$ cat src/rtl/core/three_channel_normalize_ema_unit_assert.svh
// ----------------------------------------------------------------------------
// Assertion macros for the three-channel normalize and average unit
// Concurrent property wrappers that can be compiled out with ASSERT_OFF.
// ----------------------------------------------------------------------------
`ifndef THREE_CHANNEL_NORMALIZE_EMA_UNIT_ASSERT_SVH
`define THREE_CHANNEL_NORMALIZE_EMA_UNIT_ASSERT_SVH

`ifndef ASSERT_OFF
// Consequent must hold in the same cycle as the antecedent.
`define TCNE_ASSERT_NOW(label, clk, rst, ante, cons, msg) \
  label: assert property (@(posedge clk) disable iff (rst) (ante) |-> (cons)) \
    else $error(msg);
// Consequent must hold in the cycle after the antecedent.
`define TCNE_ASSERT_NEXT(label, clk, rst, ante, cons, msg) \
  label: assert property (@(posedge clk) disable iff (rst) (ante) |=> (cons)) \
    else $error(msg);
`else
`define TCNE_ASSERT_NOW(label, clk, rst, ante, cons, msg)
`define TCNE_ASSERT_NEXT(label, clk, rst, ante, cons, msg)
`endif

`endif

$ cat src/rtl/core/tcne_pkg.sv
// ----------------------------------------------------------------------------
// tcne_pkg
// Shared widths, register map, reset values and control types.
// ----------------------------------------------------------------------------
package tcne_pkg;

  localparam int DATA_W             = 32;
  localparam int WEIGHT_W           = 16;
  localparam int OUT_W              = 15;
  localparam int PADDR_W            = 4;
  localparam int LEVEL_FRAC_DEFAULT = 8;
  localparam int LEVEL_SCALE        = 100;

  // Register indexes (byte address bits 3:2).
  localparam logic [1:0] REG_CPU_SCALE = 2'd0;
  localparam logic [1:0] REG_MEM_SCALE = 2'd1;
  localparam logic [1:0] REG_IO_SCALE  = 2'd2;
  localparam logic [1:0] REG_WEIGHT    = 2'd3;

  localparam logic [DATA_W-1:0]   CPU_SCALE_RESET = 32'd100;
  localparam logic [DATA_W-1:0]   MEM_SCALE_RESET = 32'd8192;
  localparam logic [DATA_W-1:0]   IO_SCALE_RESET  = 32'd1000;
  localparam logic [WEIGHT_W-1:0] WEIGHT_RESET    = 16'd45875;

  typedef struct packed {
    logic load;
    logic step;
    logic commit;
  } tcne_ctrl_t;

endpackage

$ cat src/rtl/core/tcne_div.sv
// ----------------------------------------------------------------------------
// tcne_div
// Bit-serial restoring divider that turns a raw sample into a fixed point
// level, one quotient bit per cycle.
// ----------------------------------------------------------------------------
module tcne_div #(
  parameter int FRAC_BITS = tcne_pkg::LEVEL_FRAC_DEFAULT
) (
  input  logic                                                   clk,
  input  tcne_pkg::tcne_ctrl_t                                   ctrl,
  input  logic [tcne_pkg::DATA_W-1:0]                            sample,
  input  logic [tcne_pkg::DATA_W-1:0]                            scale,
  output logic [$clog2((tcne_pkg::LEVEL_SCALE << FRAC_BITS) + 1)-1:0] level
);
  import tcne_pkg::*;

  localparam int LW = $clog2((LEVEL_SCALE << FRAC_BITS) + 1);
  localparam int PW = DATA_W + LW;
  localparam logic [LW-1:0] FULL_LEVEL = LW'(LEVEL_SCALE << FRAC_BITS);

  logic [PW-1:0]     dividend;
  logic [DATA_W-1:0] rem;
  logic [LW-1:0]     low_bits;
  logic [LW-1:0]     quo;
  logic [DATA_W:0]   trial;
  logic [DATA_W:0]   diff;
  logic              fits;
  logic              sat;
  logic              zero_scale;

  // sample * 100 by shifts and adds, then the fraction bits below it.
  // The product is below 2^(32+7), and 100 * 2^F lies in [2^(F+6), 2^(F+7)),
  // so the part above the quotient bits is exactly one data word.
  assign dividend = (PW'(sample) << (6 + FRAC_BITS)) + (PW'(sample) << (5 + FRAC_BITS))
                  + (PW'(sample) << (2 + FRAC_BITS));

  assign trial = {rem, low_bits[LW-1]};
  assign diff  = trial - {1'b0, scale};
  assign fits  = (trial >= {1'b0, scale});

  always_ff @(posedge clk) begin
    if (ctrl.load) begin
      rem        <= dividend[PW-1:LW];
      low_bits   <= dividend[LW-1:0];
      quo        <= '0;
      sat        <= (sample >= scale);
      zero_scale <= (scale == '0);
    end else if (ctrl.step) begin
      rem      <= fits ? diff[DATA_W-1:0] : trial[DATA_W-1:0];
      low_bits <= {low_bits[LW-2:0], 1'b0};
      quo      <= {quo[LW-2:0], fits};
    end
  end

  // A sample at or above full scale never reaches the divider result.
  always_comb begin
    priority if (zero_scale) begin
      level = '0;
    end else if (sat) begin
      level = FULL_LEVEL;
    end else begin
      level = quo;
    end
  end

endmodule

$ cat src/rtl/core/tcne_blend.sv
// ----------------------------------------------------------------------------
// tcne_blend
// Holds one channel average and blends a new level into it with a
// bit-serial multiply by the smoothing weight.
// ----------------------------------------------------------------------------
module tcne_blend #(
  parameter int FRAC_BITS = tcne_pkg::LEVEL_FRAC_DEFAULT
) (
  input  logic                                                   clk,
  input  logic                                                   rst,
  input  tcne_pkg::tcne_ctrl_t                                   ctrl,
  input  logic                                                   primed,
  input  logic [tcne_pkg::WEIGHT_W-1:0]                          weight,
  input  logic [$clog2((tcne_pkg::LEVEL_SCALE << FRAC_BITS) + 1)-1:0] level,
  output logic [$clog2((tcne_pkg::LEVEL_SCALE << FRAC_BITS) + 1)-1:0] avg_next
);
  import tcne_pkg::*;

  localparam int LW = $clog2((LEVEL_SCALE << FRAC_BITS) + 1);
  localparam int AW = LW + WEIGHT_W + 1;

  logic [LW-1:0]           avg;
  logic [LW-1:0]           lev;
  logic signed [LW:0]      delta;
  logic signed [AW-1:0]    delta_ext;
  logic signed [AW-1:0]    acc;
  logic signed [AW-1:0]    acc_sh;
  logic [WEIGHT_W-1:0]     wsr;
  logic signed [LW+1:0]    sum;

  // w*old + (1-w)*new = new + w*(old - new); the product is built MSB first.
  assign delta_ext = AW'(delta);
  assign acc_sh    = acc >>> WEIGHT_W;
  assign sum       = $signed({2'b00, lev}) + $signed(acc_sh[LW+1:0]);
  assign avg_next  = primed ? sum[LW-1:0] : lev;

  always_ff @(posedge clk) begin
    if (ctrl.load) begin
      delta <= $signed({1'b0, avg}) - $signed({1'b0, level});
      lev   <= level;
      wsr   <= weight;
      acc   <= '0;
    end else if (ctrl.step) begin
      acc <= (acc <<< 1) + (wsr[WEIGHT_W-1] ? delta_ext : '0);
      wsr <= {wsr[WEIGHT_W-2:0], 1'b0};
    end
  end

  always_ff @(posedge clk) begin
    if (rst) begin
      avg <= '0;
    end else if (ctrl.commit) begin
      avg <= avg_next;
    end
  end

endmodule

$ cat src/rtl/core/three_channel_normalize_ema_unit.sv
// Each transfer on the input carries three raw samples; each is scaled to a
// level of 0 to 100 with LEVEL_FRACTION_BITS fraction bits and folded into
// that channel's moving average, and one transfer with the three averages
// follows on the output. Levels are LW bits wide, where LW =
// LEVEL_FRACTION_BITS + 7. The bit-serial dividers produce one level bit
// per cycle, then the prep state loads the blend, the bit-serial weight
// multiply runs, and the hold state writes the output register and returns
// to idle; no new transfer is taken while an item is in flight. A stalled
// output that still holds the previous result keeps the finished item
// waiting in the hold state. The user must write registers only while no
// item is in flight; the block itself does not enforce this.
// ----------------------------------------------------------------------------
// three_channel_normalize_ema_unit
// Three-channel load normalizer with exponential moving average.
// ----------------------------------------------------------------------------
`include "three_channel_normalize_ema_unit_assert.svh"

module three_channel_normalize_ema_unit #(
  parameter int LEVEL_FRACTION_BITS = tcne_pkg::LEVEL_FRAC_DEFAULT
) (
  input  logic                           clk,
  input  logic                           rst,
  // input channel
  input  logic                           in_valid,
  output logic                           in_stall,
  input  logic [tcne_pkg::DATA_W-1:0]    cpu_sample,
  input  logic [tcne_pkg::DATA_W-1:0]    mem_sample_mb,
  input  logic [tcne_pkg::DATA_W-1:0]    io_sample,
  // output channel
  output logic                           out_valid,
  input  logic                           out_stall,
  output logic [tcne_pkg::OUT_W-1:0]     cpu_level,
  output logic [tcne_pkg::OUT_W-1:0]     mem_level,
  output logic [tcne_pkg::OUT_W-1:0]     io_level,
  // configuration port
  input  logic                           psel,
  input  logic                           penable,
  input  logic                           pwrite,
  input  logic [tcne_pkg::PADDR_W-1:0]   paddr,
  input  logic [tcne_pkg::DATA_W-1:0]    pwdata,
  output logic [tcne_pkg::DATA_W-1:0]    prdata,
  output logic                           pready
);
  import tcne_pkg::*;

  localparam int LW = $clog2((LEVEL_SCALE << LEVEL_FRACTION_BITS) + 1);
  localparam int CW = $clog2((LW > WEIGHT_W) ? LW : WEIGHT_W);

  typedef enum logic [2:0] {
    S_IDLE,
    S_DIV,
    S_PREP,
    S_MUL,
    S_HOLD
  } state_t;

  state_t            state;
  logic [CW-1:0]     cnt;
  logic              primed;
  logic              accept;
  logic              out_free;
  logic              cfg_write;

  logic [DATA_W-1:0]   cpu_scale;
  logic [DATA_W-1:0]   mem_scale;
  logic [DATA_W-1:0]   io_scale;
  logic [WEIGHT_W-1:0] weight;

  tcne_ctrl_t div_ctrl;
  tcne_ctrl_t blend_ctrl;

  logic [LW-1:0] cpu_lvl, mem_lvl, io_lvl;
  logic [LW-1:0] cpu_avg_next, mem_avg_next, io_avg_next;

  assign in_stall = (state != S_IDLE);
  assign accept   = in_valid && !in_stall;
  assign out_free = !out_valid || !out_stall;

  assign div_ctrl.load     = accept;
  assign div_ctrl.step     = (state == S_DIV);
  assign div_ctrl.commit   = 1'b0;
  assign blend_ctrl.load   = (state == S_PREP);
  assign blend_ctrl.step   = (state == S_MUL);
  assign blend_ctrl.commit = (state == S_HOLD) && out_free;

  // Configuration registers
  assign pready    = 1'b1;
  assign cfg_write = psel && penable && pwrite && pready;

  always_ff @(posedge clk) begin
    if (rst) begin
      cpu_scale <= CPU_SCALE_RESET;
      mem_scale <= MEM_SCALE_RESET;
      io_scale  <= IO_SCALE_RESET;
      weight    <= WEIGHT_RESET;
    end else if (cfg_write) begin
      unique case (paddr[3:2])
        REG_CPU_SCALE: cpu_scale <= pwdata;
        REG_MEM_SCALE: mem_scale <= pwdata;
        REG_IO_SCALE:  io_scale  <= pwdata;
        REG_WEIGHT:    weight    <= pwdata[WEIGHT_W-1:0];
      endcase
    end
  end

  always_comb begin
    unique case (paddr[3:2])
      REG_CPU_SCALE: prdata = cpu_scale;
      REG_MEM_SCALE: prdata = mem_scale;
      REG_IO_SCALE:  prdata = io_scale;
      REG_WEIGHT:    prdata = DATA_W'(weight);
    endcase
  end

  // Sequencer, output register and the primed flag
  always_ff @(posedge clk) begin
    if (rst) begin
      state     <= S_IDLE;
      cnt       <= '0;
      primed    <= 1'b0;
      out_valid <= 1'b0;
    end else begin
      // In hold, a new result replaces the one leaving in the same cycle.
      if ((state != S_HOLD) && out_valid && !out_stall) begin
        out_valid <= 1'b0;
      end
      unique case (state)
        S_IDLE: begin
          cnt <= '0;
          if (accept) begin
            state <= S_DIV;
          end
        end
        S_DIV: begin
          if (cnt == CW'(LW - 1)) begin
            cnt   <= '0;
            state <= S_PREP;
          end else begin
            cnt <= cnt + 1'b1;
          end
        end
        S_PREP: begin
          state <= S_MUL;
        end
        S_MUL: begin
          if (cnt == CW'(WEIGHT_W - 1)) begin
            cnt   <= '0;
            state <= S_HOLD;
          end else begin
            cnt <= cnt + 1'b1;
          end
        end
        S_HOLD: begin
          if (out_free) begin
            out_valid <= 1'b1;
            cpu_level <= OUT_W'(cpu_avg_next);
            mem_level <= OUT_W'(mem_avg_next);
            io_level  <= OUT_W'(io_avg_next);
            primed    <= 1'b1;
            state     <= S_IDLE;
          end
        end
        default: state <= S_IDLE;
      endcase
    end
  end

  tcne_div #(.FRAC_BITS(LEVEL_FRACTION_BITS)) u_cpu_div (
    .clk(clk), .ctrl(div_ctrl), .sample(cpu_sample), .scale(cpu_scale), .level(cpu_lvl)
  );
  tcne_div #(.FRAC_BITS(LEVEL_FRACTION_BITS)) u_mem_div (
    .clk(clk), .ctrl(div_ctrl), .sample(mem_sample_mb), .scale(mem_scale), .level(mem_lvl)
  );
  tcne_div #(.FRAC_BITS(LEVEL_FRACTION_BITS)) u_io_div (
    .clk(clk), .ctrl(div_ctrl), .sample(io_sample), .scale(io_scale), .level(io_lvl)
  );

  tcne_blend #(.FRAC_BITS(LEVEL_FRACTION_BITS)) u_cpu_blend (
    .clk(clk), .rst(rst), .ctrl(blend_ctrl), .primed(primed), .weight(weight),
    .level(cpu_lvl), .avg_next(cpu_avg_next)
  );
  tcne_blend #(.FRAC_BITS(LEVEL_FRACTION_BITS)) u_mem_blend (
    .clk(clk), .rst(rst), .ctrl(blend_ctrl), .primed(primed), .weight(weight),
    .level(mem_lvl), .avg_next(mem_avg_next)
  );
  tcne_blend #(.FRAC_BITS(LEVEL_FRACTION_BITS)) u_io_blend (
    .clk(clk), .rst(rst), .ctrl(blend_ctrl), .primed(primed), .weight(weight),
    .level(io_lvl), .avg_next(io_avg_next)
  );

  `TCNE_ASSERT_NEXT(a_accept_busy, clk, rst, accept, in_stall && (state == S_DIV),
    "accepted transfer did not start the divide")
  `TCNE_ASSERT_NEXT(a_hold_waits, clk, rst, (state == S_HOLD) && out_valid && out_stall,
    (state == S_HOLD), "result left hold while the output was still stalled")
  `TCNE_ASSERT_NOW(a_result_from_hold, clk, rst, $rose(out_valid), ($past(state) == S_HOLD),
    "output transfer raised outside the hold state")
  `TCNE_ASSERT_NEXT(a_primed_after_commit, clk, rst, blend_ctrl.commit, primed,
    "averages committed without setting the primed flag")

endmodule
$ cat config.mk
export PLATFORM = sky130hd
export DESIGN_NAME = three_channel_normalize_ema_unit
export DESIGN_NICKNAME = d
export VERILOG_FILES = /design/src/rtl/core/tcne_pkg.sv /design/src/rtl/core/tcne_div.sv /design/src/rtl/core/tcne_blend.sv /design/src/rtl/core/three_channel_normalize_ema_unit.sv
export VERILOG_INCLUDE_DIRS = /design/src /design/src/rtl/core
export SDC_FILE = /design/constraint.sdc
export NUM_CORES = 2
export LEC_CHECK = 0
export BUFFER_PORTS_ARGS = -buffer_cell sky130_fd_sc_hd__buf_2
export CAP_MARGIN = 25
export CORE_ASPECT_RATIO = 1.5
export CORE_MARGIN = 4
export CORE_UTILIZATION = 59
export CTS_CLUSTER_DIAMETER = 150
export DETAILED_ROUTE_END_ITERATION = 16
export PLACE_DENSITY = 0.88
export SLEW_MARGIN = 20
export SYNTH_ARGS = -nofsm -noshare
export SYNTH_HDL_FRONTEND = slang
export SYNTH_SLANG_ARGS = --single-unit
$ cat constraint.sdc
create_clock -name clk -period 10.03 [get_ports clk]
set_input_delay 0 -clock clk [delete_from_list [all_inputs] [get_ports clk]]
set_output_delay 0 -clock clk [all_outputs]
set_load 0.005 [all_outputs]
==> qor.yml <==
setup_path:
  endpoint_kind: "flop"
  cpPeakStageDelay_ns: 0.70
  crit_buf_inv: 2
  worstSetupPathType: "reg -> reg"
  crit_path_cell_trace: "inv_1 > ha_1 > a21oi_1 > o221ai_1 > a221oi_1 > nand2_1 > o21ai_1 > o221ai_1 > a31oi_4 > buf_4 > nor2_1 > a211oi_1 > a21oi_1"
  critPathLaunchType: "flop"
  arrival_ns: 4.90
  slowest_stage: "a31oi_4"
  critPathRequiredTime_ns: 10.37
  critPathMaxFanout: 32
  path_delay_family: "compound AO/OA/AOI/OAI gates"
global_routing:
  overflow: 0
  grt_usage: 0.309
  grt_max_degree: 102
  busiest_layer: "met2"
  grt_pass1_vias: 39100
  antenna_found_initial: 6
  use_met1: 0.346
  grt_pass1_wl_um: 200000
  use_met3: 0.0451
  use_met2: 0.541
synth:
  ys_ff_latch: 575
  synth_cell_types: 87
  yosysMostFrequentCell: "nand2_1"
  async_reset_ff_frac: 0
  synth_edf_count: 271
  synth_area_sq_um: 44400
  synth_top_area_share: 0.183
  synth_flop_cell: "dfxtp_1"
  netlist_top_cells_count: "729 x nand2_1, 542 x a21oi_1, 476 x ha_1, 345 x nor2_1, 304 x dfxtp_1"
  synth-seq-area-share: 0.320
  yosysWarnings: 0
  synth_nets: 5808
  yosysTopAreaCell: "edfxtp_1"
  avgSynthCellArea_sq_um: 8.71
  yosys-top-cells-area: "edfxtp_1 18%, dfxtp_1 14%, ha_1 13%, nand2_1 6.2%, a21oi_1 6.1%"
  syn_inst: 5094
clock_tree:
  htreeDepth: 2
  numClockSinks: 575
  cts_tree: "done"
  numCtsBuffers: 57
  clk_latency_ns: 0.65
  clk_pin_slew_ns: 0.07
  cts_root_buf: "clkbuf_16"
  clockBufferDepth: 3
die:
  io_pins: 219
  core-area_sq_um: 74200
  die-area_sq_um: 79800
  rows: 122
  fp.dieH_um: 344
  start_util: 0.598
  die_x_um: 232
drt:
  drt-initial-drc-count: 3062
  wirelength_um: 126000
  first_pass_iters: 8
  drc: 0
  wl_per_cell_um: 20.0
  viasPerCell: 6.26
  ant_nets: 0
  vias: 39600
sta:
  final.setup.tns_ns: 0
  fin_crit_sh: 0.454
  setup_viol: 0
  timing.hold.ws_ns: 0.130
  slew_headroom: 0.349
  period_needed_ns: 4.56
  hold_viol: 0
  rsz0062_at_grt: "false"
  slew_violations: 0
  clock.fmax_mhz: 219
  fin_ws_ns: 5.47
  tightest_slew_ns: 0.977
  fin_skew_ns: 0.0358
power_and_ir_drop:
  ir_worst_vdd_uv: 152
  power_density_nw_per_um2: 231
  power_leakage_uw: 0.0206
cells_and_area:
  fin_area_sq_um: 49000
  final_layout_size_suffix_gt1_frac: 0.0876
  utilization: 0.661
  final_net_count: 5987
  synthToLayoutAreaGrowth_pct: 10.5
placement:
  hpwl_um: 94100
  port_buffers: 215
  place_area_sq_um: 46300
  preCtsSetupSlack_ns: 5.64
  place.gp.congestion: 1.01
outcome:
  run_status: "completed"
job:
  max_cap_violations: 0
hold_path:
  min_path_type: "in -> reg"
==> routing by layer <==
metal,part of all wire,wire (um),vias up
met4,0.081,10200,4
li1,-,-,18700
met3,0.071,8930,524
met2,0.49,62000,1686
met5,0.00021,27,-
met1,0.36,45200,18600
==> final timing paths <==
| kind | start | endpoint | slack (ns) | cells past startpoint |
|---|---|---|---|---|
| setup / recovery | cpu_scale[16]$_SDFFE_PP0P_ | u_cpu_div.rem[21]$_DFFE_PP_ | 5.47 | 13 |
| hold / removal | mem_sample_mb[23] | u_mem_div.sat$_DFFE_PP_ | 0.13 | 5 |
| setup reg to reg | cpu_scale[16]$_SDFFE_PP0P_ | u_cpu_div.rem[21]$_DFFE_PP_ | 5.47 | 13 |
| hold reg to reg | u_io_div.quo[10]$_SDFFE_PP0P_ | u_io_div.quo[11]$_SDFFE_PP0P_ | 0.45 | 2 |
==> stage by stage <==
stage	instances	power [uW]
6_report	6320	11300
5_1_grt	6316	12100
4_1_cts	6312	11200
3_5_place_dp	6147	8830
3_3_place_gp	6147	8650
2_1_floorplan	5094	7600
==> sequential cells by signal, summed over array words and instances, names as in the netlist, 16 cells and up <==
| signal | flops |
|---|---|
| mem_scale | 32 |
| u_mem_blend.delta | 16 |
| u_mem_blend.acc | 31 |
| io_scale | 32 |
| weight | 16 |
| u_io_blend.delta | 16 |
| u_mem_div.rem | 32 |
| u_cpu_div.rem | 32 |
| u_io_blend.acc | 31 |
| u_cpu_blend.delta | 16 |
| u_cpu_blend.acc | 31 |
| u_io_div.rem | 32 |
| cpu_scale | 32 |
==> worst reg2reg max path, cell delays in order (launching register included) <==
cell and delay (ns):
dfxtp_1 0.54, inv_1 0.13, ha_1 0.44, a21oi_1 0.31, o221ai_1 0.21, a221oi_1 0.37, nand2_1 0.15, o21ai_1 0.22
o221ai_1 0.27, a31oi_4 0.71, buf_4 0.47, nor2_1 0.09, a211oi_1 0.26, a21oi_1 0.08
==> timing repair <==
item                      CTS  global route
hold buffers               57             0
gates resized for setup     0             0
buffers inserted            0             0
hold endpoints to repair  187             0
==> cells by family (layout without fill, tap and decap cells) <==
group	count (synthesis)	in the layout	share of synthesized area
fa+ha+maj	575	575	0.179
simple gates	1650	1650	0.168
mux	121	121	0.0332
flops	575	575	0.320
compound gates	1420	1420	0.202
buf+inv	462	690	0.0397
xor+xnor	290	290	0.0572
other cells	1	7	0.0000845
==> layout make-up <==
| class | count | area, sq um |
|---|---|---|
| Clock inverter | 22 | 189 |
| Timing Repair Buffer | 304 | 1920 |
| Antenna cell | 6 | 15.0 |
| Multi-Input combinational cell | 4057 | 28500 |
| Tap cell | 992 | 1240 |
| Inverter | 278 | 1050 |
| Clock buffer | 86 | 1890 |
| Fill cell | 5722 | 25100 |
| Sequential cell | 575 | 14200 |
==> where the power goes <==
group / switching (uW) / internal (uW)
clock: 991 / 1360
sequential: 299 / 3070
combinational: 3290 / 2310
total: 4580 / 6750
==> layout by cell type (no fill, tap or decap), types with 57 or more instances in the layout <==
master           n
dlygate4sd3_1   57
and2_1          65
fa_1            99
buf_2          214
xnor2_1        174
ha_1           476
dfxtp_1        303
nor3_1          71
xor2_1         116
clkbuf_16       68
o21ai_0        182
a211oi_1       101
inv_1          277
a21oi_1        541
a21o_1         180
edfxtp_1       271
nand2_1        725
nand3_1        128
o21ai_1         59
nor2_1         341
No activity file was read; power rests on OpenSTA's default activity.
